## config.mk

```make
export PLATFORM = sky130hd
export DESIGN_NAME = bounded_handle_list_top
export DESIGN_NICKNAME = d
export VERILOG_FILES = /design/src/design/bhl_pkg.sv /design/src/design/bhl_ram.sv /design/src/design/bhl_ctrl.sv /design/src/design/bounded_handle_list_top.sv
export SDC_FILE = /design/constraint.sdc
export NUM_CORES = 1
export LEC_CHECK = 0
export BUFFER_PORTS_ARGS = -buffer_cell sky130_fd_sc_hd__buf_2
export CAP_MARGIN = 5
export CORE_MARGIN = 2
export CORE_UTILIZATION = 40
export DETAILED_ROUTE_END_ITERATION = 16
export HOLD_SLACK_MARGIN = 0.15
export SYNTH_ARGS = -nofsm -noshare
export SYNTH_HDL_FRONTEND = slang
export SYNTH_SLANG_ARGS = --single-unit
```

## constraint.sdc

```tcl
create_clock -name clk_i -period 3.8 [get_ports clk_i]
set_input_delay 0.38 -clock clk_i [delete_from_list [all_inputs] [get_ports clk_i]]
set_output_delay 0.38 -clock clk_i [all_outputs]
set_load 0.005 [all_outputs]
```

## src/design/bhl_pkg.sv

```systemverilog
package bhl_pkg;

  // Field widths of the word on each channel.
  localparam int KIND_W   = 2;
  localparam int HANDLE_W = 32;
  localparam int POS_W    = 4;
  localparam int COUNT_W  = 5;
  localparam int STATUS_W = 2;

  // Operation codes carried on the kind field.
  typedef enum logic [KIND_W-1:0] {
    KIND_PUSH_FRONT = 2'd0,
    KIND_PUSH_BACK  = 2'd1,
    KIND_POP_FRONT  = 2'd2,
    KIND_GET        = 2'd3
  } kind_e;

  // Status codes reported with each result.
  typedef enum logic [STATUS_W-1:0] {
    STATUS_OK        = 2'd0,
    STATUS_OVERWRITE = 2'd1,
    STATUS_DROPPED   = 2'd2,
    STATUS_EMPTY     = 2'd3
  } status_e;

  // Result information that the controller settles when a word is accepted.
  typedef struct packed {
    logic                 hit;
    logic [COUNT_W-1:0]   count;
    status_e              status;
  } res_info_t;

endpackage

```

## src/design/bhl_ram.sv

```systemverilog
module bhl_ram #(
  parameter int DEPTH = 16,
  parameter int WIDTH = 32
) (
  input  logic                     clk_i,
  input  logic                     wr_en_i,
  input  logic [$clog2(DEPTH)-1:0] wr_addr_i,
  input  logic [WIDTH-1:0]         wr_data_i,
  input  logic                     rd_en_i,
  input  logic [$clog2(DEPTH)-1:0] rd_addr_i,
  output logic [WIDTH-1:0]         rd_data_o
);

  logic [WIDTH-1:0] mem_q [DEPTH];

  // One write port.
  always_ff @(posedge clk_i) begin
    if (wr_en_i) begin
      mem_q[wr_addr_i] <= wr_data_i;
    end
  end

  // One read port with registered data; the data holds between reads.
  always_ff @(posedge clk_i) begin
    if (rd_en_i) begin
      rd_data_o <= mem_q[rd_addr_i];
    end
  end

endmodule

```

## src/design/bhl_ctrl.sv

```systemverilog
module bhl_ctrl #(
  parameter int CAPACITY = 16
) (
  input  logic                          clk_i,
  input  logic                          rst_ni,
  input  logic                          accept_i,
  input  bhl_pkg::kind_e                kind_i,
  input  logic [bhl_pkg::POS_W-1:0]     position_i,
  output logic                          wr_en_o,
  output logic [$clog2(CAPACITY)-1:0]   wr_addr_o,
  output logic                          rd_en_o,
  output logic [$clog2(CAPACITY)-1:0]   rd_addr_o,
  output bhl_pkg::res_info_t            info_o
);

  import bhl_pkg::*;

  localparam int AW = $clog2(CAPACITY);
  localparam int CW = $clog2(CAPACITY + 1);
  localparam int OW = (CW > POS_W) ? CW : POS_W;
  localparam int SW = OW + 1;

  logic [AW-1:0] head_q, head_d;
  logic [CW-1:0] cnt_q, cnt_d;
  logic          full;
  logic          empty;
  logic [AW-1:0] head_inc;
  logic [AW-1:0] head_dec;
  logic [AW-1:0] tail_addr;
  logic [AW-1:0] get_addr;
  logic          get_hit;

  // Ring offset from the head, wrapped once since the sum stays below twice the depth.
  function automatic logic [AW-1:0] ring_add(input logic [AW-1:0] base,
                                             input logic [OW-1:0] off);
    logic [SW-1:0] sum;
    sum = SW'(base) + SW'(off);
    if (sum >= SW'(CAPACITY)) begin
      sum = sum - SW'(CAPACITY);
    end
    return AW'(sum);
  endfunction

  // Pointer arithmetic on the ring.
  assign full      = (cnt_q == CW'(CAPACITY));
  assign empty     = (cnt_q == '0);
  assign head_inc  = (head_q == AW'(CAPACITY - 1)) ? '0 : head_q + 1'b1;
  assign head_dec  = (head_q == '0) ? AW'(CAPACITY - 1) : head_q - 1'b1;
  assign tail_addr = ring_add(head_q, OW'(cnt_q));
  assign get_addr  = ring_add(head_q, OW'(position_i));
  assign get_hit   = (OW'(position_i) < OW'(cnt_q));

  // Decode the accepted word into memory accesses and the next pointers.
  always_comb begin
    head_d        = head_q;
    cnt_d         = cnt_q;
    wr_en_o       = 1'b0;
    wr_addr_o     = head_q;
    rd_en_o       = 1'b0;
    rd_addr_o     = head_q;
    info_o.hit    = 1'b0;
    info_o.status = STATUS_OK;
    if (accept_i) begin
      unique case (kind_i)
        KIND_PUSH_FRONT: begin
          wr_en_o = 1'b1;
          if (full) begin
            // The head slot is overwritten and the count stays.
            info_o.status = STATUS_OVERWRITE;
          end else begin
            head_d    = head_dec;
            wr_addr_o = head_dec;
            cnt_d     = cnt_q + 1'b1;
          end
        end
        KIND_PUSH_BACK: begin
          if (full) begin
            info_o.status = STATUS_DROPPED;
          end else begin
            wr_en_o   = 1'b1;
            wr_addr_o = tail_addr;
            cnt_d     = cnt_q + 1'b1;
          end
        end
        KIND_POP_FRONT: begin
          if (empty) begin
            info_o.status = STATUS_EMPTY;
          end else begin
            rd_en_o    = 1'b1;
            info_o.hit = 1'b1;
            head_d     = head_inc;
            cnt_d      = cnt_q - 1'b1;
          end
        end
        KIND_GET: begin
          if (get_hit) begin
            rd_en_o    = 1'b1;
            rd_addr_o  = get_addr;
            info_o.hit = 1'b1;
          end
        end
        default: begin
          info_o.status = STATUS_OK;
        end
      endcase
    end
    info_o.count = COUNT_W'(cnt_d);
  end

  // Head pointer and fill count.
  always_ff @(posedge clk_i or negedge rst_ni) begin
    if (!rst_ni) begin
      head_q <= '0;
      cnt_q  <= '0;
    end else begin
      head_q <= head_d;
      cnt_q  <= cnt_d;
    end
  end

  assert property (@(posedge clk_i) disable iff (!rst_ni) cnt_q <= CW'(CAPACITY))
    else $error("fill count exceeds capacity");

  assert property (@(posedge clk_i) disable iff (!rst_ni) head_q <= AW'(CAPACITY - 1))
    else $error("head pointer outside the ring");

  assert property (@(posedge clk_i) disable iff (!rst_ni) !(wr_en_o && rd_en_o))
    else $error("read and write issued for the same word");

  assert property (@(posedge clk_i) disable iff (!rst_ni)
    (accept_i && kind_i == KIND_GET) |=> (cnt_q == $past(cnt_q) && head_q == $past(head_q)))
    else $error("get changed the list state");

endmodule

```

## src/design/bounded_handle_list_top.sv

```systemverilog
// Bounded handle list: a packed list of up to CAPACITY handles kept as a ring in one
// synchronous memory, addressed by a head pointer and a fill count. Push front, push
// back, pop front and get by index each take one input word and return one result
// word carrying the value, its valid flag, the count after the operation and a
// status. A new word is accepted every cycle unless the input is stalled; each result
// passes through the registered memory read, held in the read stage, and then the
// output register. Validity follows the count alone, so the memory needs no clearing
// after reset and reset takes effect at once.
module bounded_handle_list_top #(
  parameter int CAPACITY = 16
) (
  input  logic                           clk_i,
  input  logic                           rst_ni,
  input  logic                           in_valid_i,
  output logic                           in_stall_o,
  input  logic [bhl_pkg::KIND_W-1:0]     kind_i,
  input  logic [bhl_pkg::HANDLE_W-1:0]   handle_i,
  input  logic [bhl_pkg::POS_W-1:0]      position_i,
  output logic                           out_valid_o,
  input  logic                           out_stall_i,
  output logic [bhl_pkg::HANDLE_W-1:0]   value_o,
  output logic                           valid_res_o,
  output logic [bhl_pkg::COUNT_W-1:0]    count_o,
  output logic [bhl_pkg::STATUS_W-1:0]   status_o
);

  import bhl_pkg::*;

  localparam int AW = $clog2(CAPACITY);

  logic               accept;
  logic               out_adv;
  logic               s1_valid_q;
  res_info_t          s1_info_q;
  res_info_t          info;
  logic               wr_en;
  logic [AW-1:0]      wr_addr;
  logic               rd_en;
  logic [AW-1:0]      rd_addr;
  logic [HANDLE_W-1:0] rd_data;
  logic               out_valid_q;
  logic [HANDLE_W-1:0] value_q;
  logic               valid_res_q;
  logic [COUNT_W-1:0] count_q;
  status_e            status_q;

  // Handshake: the output register frees when empty or taken, the read stage follows.
  assign out_adv    = !out_valid_q || !out_stall_i;
  assign in_stall_o = s1_valid_q && !out_adv;
  assign accept     = in_valid_i && !in_stall_o;

  bhl_ctrl #(
    .CAPACITY(CAPACITY)
  ) u_ctrl (
    .clk_i      (clk_i),
    .rst_ni     (rst_ni),
    .accept_i   (accept),
    .kind_i     (kind_e'(kind_i)),
    .position_i (position_i),
    .wr_en_o    (wr_en),
    .wr_addr_o  (wr_addr),
    .rd_en_o    (rd_en),
    .rd_addr_o  (rd_addr),
    .info_o     (info)
  );

  bhl_ram #(
    .DEPTH(CAPACITY),
    .WIDTH(HANDLE_W)
  ) u_ram (
    .clk_i     (clk_i),
    .wr_en_i   (wr_en),
    .wr_addr_i (wr_addr),
    .wr_data_i (handle_i),
    .rd_en_i   (rd_en),
    .rd_addr_i (rd_addr),
    .rd_data_o (rd_data)
  );

  // Read stage: holds the result information while the memory data arrives.
  always_ff @(posedge clk_i or negedge rst_ni) begin
    if (!rst_ni) begin
      s1_valid_q <= 1'b0;
    end else if (accept) begin
      s1_valid_q <= 1'b1;
    end else if (out_adv) begin
      s1_valid_q <= 1'b0;
    end
  end

  always_ff @(posedge clk_i) begin
    if (accept) begin
      s1_info_q <= info;
    end
  end

  // Output register.
  always_ff @(posedge clk_i or negedge rst_ni) begin
    if (!rst_ni) begin
      out_valid_q <= 1'b0;
    end else if (out_adv) begin
      out_valid_q <= s1_valid_q;
    end
  end

  always_ff @(posedge clk_i) begin
    if (out_adv && s1_valid_q) begin
      value_q     <= s1_info_q.hit ? rd_data : '0;
      valid_res_q <= s1_info_q.hit;
      count_q     <= s1_info_q.count;
      status_q    <= s1_info_q.status;
    end
  end

  assign out_valid_o = out_valid_q;
  assign value_o     = value_q;
  assign valid_res_o = valid_res_q;
  assign count_o     = count_q;
  assign status_o    = status_q;

  assert property (@(posedge clk_i) disable iff (!rst_ni) in_stall_o |-> s1_valid_q)
    else $error("input stalled with an empty read stage");

  assert property (@(posedge clk_i) disable iff (!rst_ni)
    (s1_valid_q && out_adv) |=> out_valid_q)
    else $error("read stage word lost on its way to the output");

  assert property (@(posedge clk_i) disable iff (!rst_ni)
    (out_valid_o && status_o == STATUS_EMPTY) |-> (!valid_res_o && value_o == '0))
    else $error("pop on empty returned a value");

  assert property (@(posedge clk_i) disable iff (!rst_ni)
    (out_valid_o && (status_o == STATUS_OVERWRITE || status_o == STATUS_DROPPED))
      |-> !valid_res_o)
    else $error("push result flagged as valid");

endmodule

```

# After elaboration in Yosys (flattened, before gate mapping)
# Memories as Yosys holds them, arrays and structs flattened. A register that Yosys moved wholly into a read port is not among the register bits.
# Index checks and enable logic that the tools add are counted.
# Widths: inputs -> output; s select.
[totals]
register_bits = 59
ramBits = 512
output_inout_bits = 42
elab_cells = 76
memories = 1
[op_classes]
add_sub_neg = 8
n_lt_le_gt_ge = 3
eq_ne = 6
mux = 32
reduce_logical = 15
[mem_list]
columns = ["name", "words", "width", "rd", "rd_clocked_by_memory_dff", "wr", "line", "source"]
rows = [
  ["u_ram.mem_q", 16, 32, 1, 1, 1, "bhl_ram.sv:14", "logic [WIDTH-1:0] mem_q [DEPTH];"],
]
[ops]
columns = ["cell", "n"]
rows = [
  ["$mux 4", 11],
  ["$pmux 4 s2", 2],
  ["$mux 5", 3],
  ["$sub 4x1->4 const B", 3],
  ["$mux 1", 10],
  ["$pmux 5 s2", 1],
  ["$add 4x5->6", 1],
  ["$ge 6x5->1 const B", 1],
  ["$pmux 2 s3", 1],
  ["$add 4x4->5", 1],
  ["$add 5x1->5 const B", 1],
  ["$eq 5x5->1 const B", 1],
  ["$ge 5x5->1 const B", 1],
  ["$logic_not 5->1", 1],
  ["$lt 4x5->1", 1],
  ["$sub 5x1->5 const B", 1],
  ["$add 4x1->4 const B", 1],
  ["$eq 2x2->1 const B", 2],
  ["$eq 4x4->1 const B", 1],
  ["$logic_not 1->1", 4],
  ["$logic_not 4->1", 1],
  ["$mux 2", 2],
  ["$pmux 1 s2", 2],
  ["$reduce_bool 2->1", 2],
  ["7 further kinds", 9],
]

# Longest topological paths before layout
[logic_depth]
ltp_word = 9
depth_mapped = 13

# By module
# Synthesis repeated with hierarchy kept, for this count alone.
[unflattened]
cells_unflattened = 1086
hier_area_um2 = 23168.5
[by_module_without_submodules]
columns = ["mod", "n_inst", "cells_each", "area_per_inst_um2"]
rows = [
  ["bhl_ram", 1, 838, 20155.6],
  ["bounded_handle_list_top", 1, 91, 1783.0],
  ["bhl_ctrl", 1, 157, 1229.9],
]

# Worst setup path after synthesis
# OpenSTA, ideal clock, no wires.
[synth_path]
path_type = "register -> register"
startpoint = "register u_ctrl.cnt_q[1]"
endpoint = "memory u_ram.mem_q[8][0], enable pin"
setup_time_ns = 0.421
arrival_ns = 3.465
slack_ns = -0.086
stages_incl_launch_ff = 10
synth_period_minus_slack_ns = 3.886
path_cell_list = "dfrtp_1 inv_1 ha_1 and3_1 clkbuf_1 o41ai_1 nor4_1 a211o_1 or2_2 nor2_1"
[synth_between]
elab_chain_cells = 6
elab_cells_between_ends = 14
cone_classes = "2 x add/sub; 1 x order compare; 1 x eq/ne; 10 x mux"
[synth_lines]
columns = ["element", "line", "source"]
rows = [
  ["start, declared", "bhl_ctrl.sv:24", "logic [CW-1:0] cnt_q, cnt_d;"],
  ["start signal, assigned", "bhl_ctrl.sv:117", "cnt_q <= cnt_d;"],
  ["$add 4x5->6 or $eq 5x5->1 (tied branches)", "bhl_ctrl.sv:37, bhl_ctrl.sv:45", ""],
  ["$ge 6x5->1 (tied with other cells)", "bhl_ctrl.sv:38", "if (sum >= SW'(CAPACITY)) begin"],
  ["$mux 4 or $pmux 1 s2 (tied branches)", "bhl_ctrl.sv:38, bhl_ctrl.sv:64", ""],
  ["$mux 4 or $mux 1 (tied branches)", "bhl_ctrl.sv:77, bhl_ctrl.sv:63", ""],
  ["$pmux 4 s2 or $mux 1 (tied branches)", "bhl_ctrl.sv:64, bhl_ram.sv:18", ""],
  ["$mux 4 or $mux 1 (tied branches)", "bhl_ctrl.sv:63, bhl_ram.sv:19", ""],
  ["end, declared", "bhl_ram.sv:14", ""],
]
# Parallel ways exist; a longest one is shown, timed or not.

# Worst setup path after layout
[layout_path]
startpoint = "register u_ctrl.cnt_q[3]"
endpoint = "register u_ram.rd_data_o[21] (read register of u_ram.mem_q) (data pin)"
[layout_between]
elab_chain_cells = 4
elab_cells_between_ends = 9
cone_classes = "1 x order compare; 7 x mux; 1 x reduce/logical"
[layout_lines]
columns = ["element", "line", "source"]
rows = [
  ["$lt 4x5->1 or $logic_not 5->1 (tied branches)", "bhl_ctrl.sv:51, bhl_ctrl.sv:46", ""],
  ["$mux 1 (tied with other cells)", "bhl_ctrl.sv:96", "if (get_hit) begin"],
  ["$pmux 1 s2 or $mux 4 (tied branches)", "bhl_ctrl.sv:64", "unique case (kind_i)"],
  ["$mux 1 or $mux 4 (tied branches)", "bhl_ctrl.sv:63", "if (accept_i) begin"],
  ["end, declared", "bhl_ram.sv:11", "output logic [WIDTH-1:0] rd_data_o"],
]
# Parallel ways exist; a longest one is shown, timed or not.
# A chain may end at the register's enable or synchronous reset.

==> results.py <==
metrics = {
    "timing": {
        "slew_headroom": 0.1284,
        "finalHoldViolations": 0,
        "max_clock_freq_mhz": 278.9,
        "min_period_ns": 3.585,
        "slew_violations": 0,
        "rsz0062_at_grt": "false",
        "worst_pin_slew_ns": 1.294,
        "setup_viol": 0,
        "clock_skew_ns": 0.01543,
        "tns_ns": 0,
        "period_share": 0.9435,
    },
    "worst_setup_path": {
        "worstSetupPathType": "flop to flop",
        "reg2reg_depth": 10,
        "crit_path_start": "u_ctrl.cnt_q[3]",
        "crit_path_end_kind": "flop",
        "required_ns": 4.15,
        "worst-path-max-fanout": 28,
        "r2r-start": "u_ctrl.cnt_q[3]",
        "r2r_slack_ns": 0.21,
        "arrival_ns": 3.94,
        "r2r_end": "u_ram.rd_data_o[21]",
        "crit_path_start_kind": "flop",
    },
    "hold_path": {
        "min_path_type": "input port to flop",
        "worstHoldStart": "kind_i[1]",
        "hold_depth": 4,
        "worst_hold_path.endpoint": "u_ctrl.cnt_q[2]",
    },
    "global_routing": {
        "use_met3": 0.02941,
        "overflow": 0,
        "grt_max_degree": 59,
        "top_usage_layer": "met2",
        "grt_pass1_wl_um": 85370,
        "track_usage": 0.1888,
        "antenna_found_initial": 2,
        "grt_use_met2": 0.3168,
        "use_met1": 0.2578,
        "grt_pass1_vias": 13370,
    },
    "final_layout": {
        "final_cells": 2439,
        "fin_nets": 1683,
        "synthToLayoutAreaGrowth_pct": 18.14,
        "finalInstanceArea_um2": 27890,
        "drive_gt1_frac": 0.1651,
        "fillers": 4928,
        "diodes": 0,
    },
    "run_status": {
        "outcome": "finished clean",
    },
    "route": {
        "vias_per_cell": 5.551,
        "drt_iter0_drc": 1173,
        "routed-via-count": 13540,
        "wl_per_cell_um": 23.50,
        "dr.pass1.iters": 7,
        "ant_nets": 0,
        "wirelength_um": 57320,
        "drc": 0,
    },
    "floorplanning": {
        "core_area_um2": 58690,
        "die_w_um": 246.9,
        "start_util": 0.4022,
        "die_h_um": 246.9,
        "rows": 89,
        "dieArea_um2": 60970,
        "ios": 84,
    },
    "placement": {
        "placed_area_um2": 25760,
        "portBuffers": 83,
        "place.gp.congestion": 0.7933,
        "dpl.hpwl_um": 32390,
        "dp.cells": 2304,
    },
    "clock_tree": {
        "worstSkewPairLatency_ns": 0.62,
        "path_clk_slew_ns": 0.06,
        "clk_path_buf_depth": 3,
        "cts.sinks": 603,
        "cts_tree": "built",
        "cts_hold_buffers": 36,
        "cts_setup_buffers": 0,
        "post_cts_resized": 0,
        "cts-htree-levels": 2,
        "root_buffer": "clkbuf_16",
        "cts_buffers": 57,
    },
    "power": {
        "p_seq_frac": 0.429,
        "irDropWorstVdd_mv": 0.3677,
        "pwr-share-comb": 0.281,
        "powerDensity_nw_per_um2": 674.1,
        "p_clk_frac": 0.291,
        "power_w": 0.01880,
        "internal-power_w": 0.01296,
        "p_sw_w": 0.005837,
        "swShare": 0.3105,
        "p_leak_nw": 9.655,
    },
    "synth": {
        "syn_area_um2": 23610,
        "synth-seq-cells": 603,
        "synth_cell_types": 50,
        "syn_nets": 1517,
        "synth_enable_flop_cells": 592,
        "async_reset_ff_frac": 0.01824,
        "ys_seq_area_frac": 0.7648,
        "synthCells": 1460,
        "syn_area_per_cell_um2": 16.17,
        "ys_warn_count": 0,
        "synth_flop_cell": "edfxtp_1",
    },
    "job": {
        "cap_violations": 0,
    },
}
[worst max-delay path, stage by stage (launching register included)]
cell      delay [ns]
dfrtp_1         0.43
inv_1           0.11
ha_1            0.27
nor2b_1         0.12
a221o_1         0.38
o21ai_0         0.26
and2_4          0.57
buf_12          0.27
mux2i_1         0.25
a221oi_1        0.10
or4_1           0.50
[flip-flops by register name, indices dropped and copies added (netlist names)]
name             count
count_o              5
out_valid_o          1
s1_info_q            8
s1_valid_q           1
status_o             2
u_ctrl.cnt_q         5
u_ctrl.head_q        4
u_ram.mem_q        512
u_ram.rd_data_o     32
valid_res_o          1
value_o             32
[power groups by stage]
| stage | Clock (W) | Combinational [W] | Sequential [W] |
|---|---|---|---|
| final | 0.00546 | 0.00528 | 0.00806 |
| after global routing | 0.00583 | 0.00575 | 0.00809 |
| after CTS | 0.00557 | 0.00530 | 0.00806 |
| after detailed placement | 0 | 0.00525 | 0.00819 |
| after global placement | 0 | 0.00517 | 0.00819 |
| after floorplan | 0 | 0.00340 | 0.00814 |
[synthesized netlist by cell type (all sizes together), types with 2 or more instances]
cell       n  area [um^2]
nand2    144        540.5
or4       32        240.2
ha        13        162.7
or3        3        18.77
a31oi      2        12.51
o21ai     19        95.09
edfxtp   592        17780
buf       31        207.7
nor2b      3        18.77
a21o       3        22.52
nand3b     2        15.01
nor3       6        30.03
nor2      33        123.9
and2      33        206.5
a21oi    142        710.7
dfrtp     11        275.3
o31ai      3        22.52
nor3b      2        15.01
o22a       2        17.52
or2        3        18.77
a2bb2oi    2        17.52
xnor2      5        43.79
a22oi      3        22.52
mux2i    128         1281
clkbuf    65        244.0
nand2b     6        37.54
o221a      2        22.52
and3       2        12.51
a211oi     3        22.52
o211ai     2        15.01
a221oi   128         1121
xor2       2        17.52
fa         2        40.04
inv       15        56.30
nand3      5        25.02
[kinds of logic (layout without fill, tap and decap cells)]
group                      Yosys count  in the layout  share of synthesized area
buffers and inverters              111            317                    0.02152
muxes                              128            128                    0.05428
xor gates and xnor gates             7              7                   0.002597
DFF                                603            603                     0.7648
and+or+nand+nor                    277            277                    0.05613
AOI/OAI and AO/OA                  319            319                    0.09212
adders and majority gates           15             15                   0.008587
[placed cells by master, fill, tap and decap left out, drive strengths merged, types with 6 or more instances in the layout]
cell | synthesis | final
clkbuf | 65 | 69
and2 | 33 | 33
dfrtp | 11 | 11
or4 | 32 | 32
a221oi | 128 | 128
ha | 13 | 13
o21ai | 19 | 19
edfxtp | 592 | 592
nor3 | 6 | 6
inv | 15 | 16
nor2 | 33 | 33
nand2b | 6 | 6
dlygate4sd3 | 0 | 36
mux2i | 128 | 128
buf | 31 | 167
a21oi | 142 | 142
nand2 | 144 | 144
clkinv | 0 | 20
[how the worst max path moves through the flow]
stage / slack [ns] / endpoint / cells past startpoint
2_1_floorplan: -0.09 / u_ram.mem_q[8][0] / 9
3_3_place_gp: 0.18 / u_ram.rd_data_o[21] / 11
3_5_place_dp: 0.17 / u_ram.rd_data_o[6] / 11
4_1_cts: 0.24 / u_ram.rd_data_o[6] / 10
5_1_grt: 0.01 / u_ram.rd_data_o[14] / 10
6_report: 0.21 / u_ram.rd_data_o[21] / 10
[cell type report]
| class | count | area (um^2) | area share |
|---|---|---|---|
| flip-flops and latches | 603 | 18050 | 0.6473 |
| inverters | 15 | 56.30 | 0.002019 |
| clock buffers | 69 | 1493 | 0.05353 |
| clock inverters | 30 | 277.8 | 0.009961 |
| well taps | 773 | 967.2 | 0.03468 |
| multi-input cells | 746 | 5246 | 0.1881 |
| repair buffers | 203 | 1794 | 0.06434 |
[routing by layer]
layer,wire [um],up-vias,part of all wire
met5,24,-,0.00042
met4,1125,4,0.020
met3,3136,85,0.055
met2,28230,392,0.49
met1,24810,6930,0.43
li1,-,6128,-
[stage by stage]
| stage | hold slack [ns] | util | worst slack (ns) |
|---|---|---|---|
| after floorplan | 0.08441 | - | -0.08579 |
| after global placement | 0.2780 | 0.4389 | 0.1781 |
| after detailed placement | 0.2765 | 0.4389 | 0.1681 |
| after CTS | 0.2507 | 0.4752 | 0.2447 |
| after global routing | 0.3039 | 0.4752 | 0.01230 |
| final | 0.2828 | 0.4752 | 0.2148 |
Power figures use the tool's default switching activity.
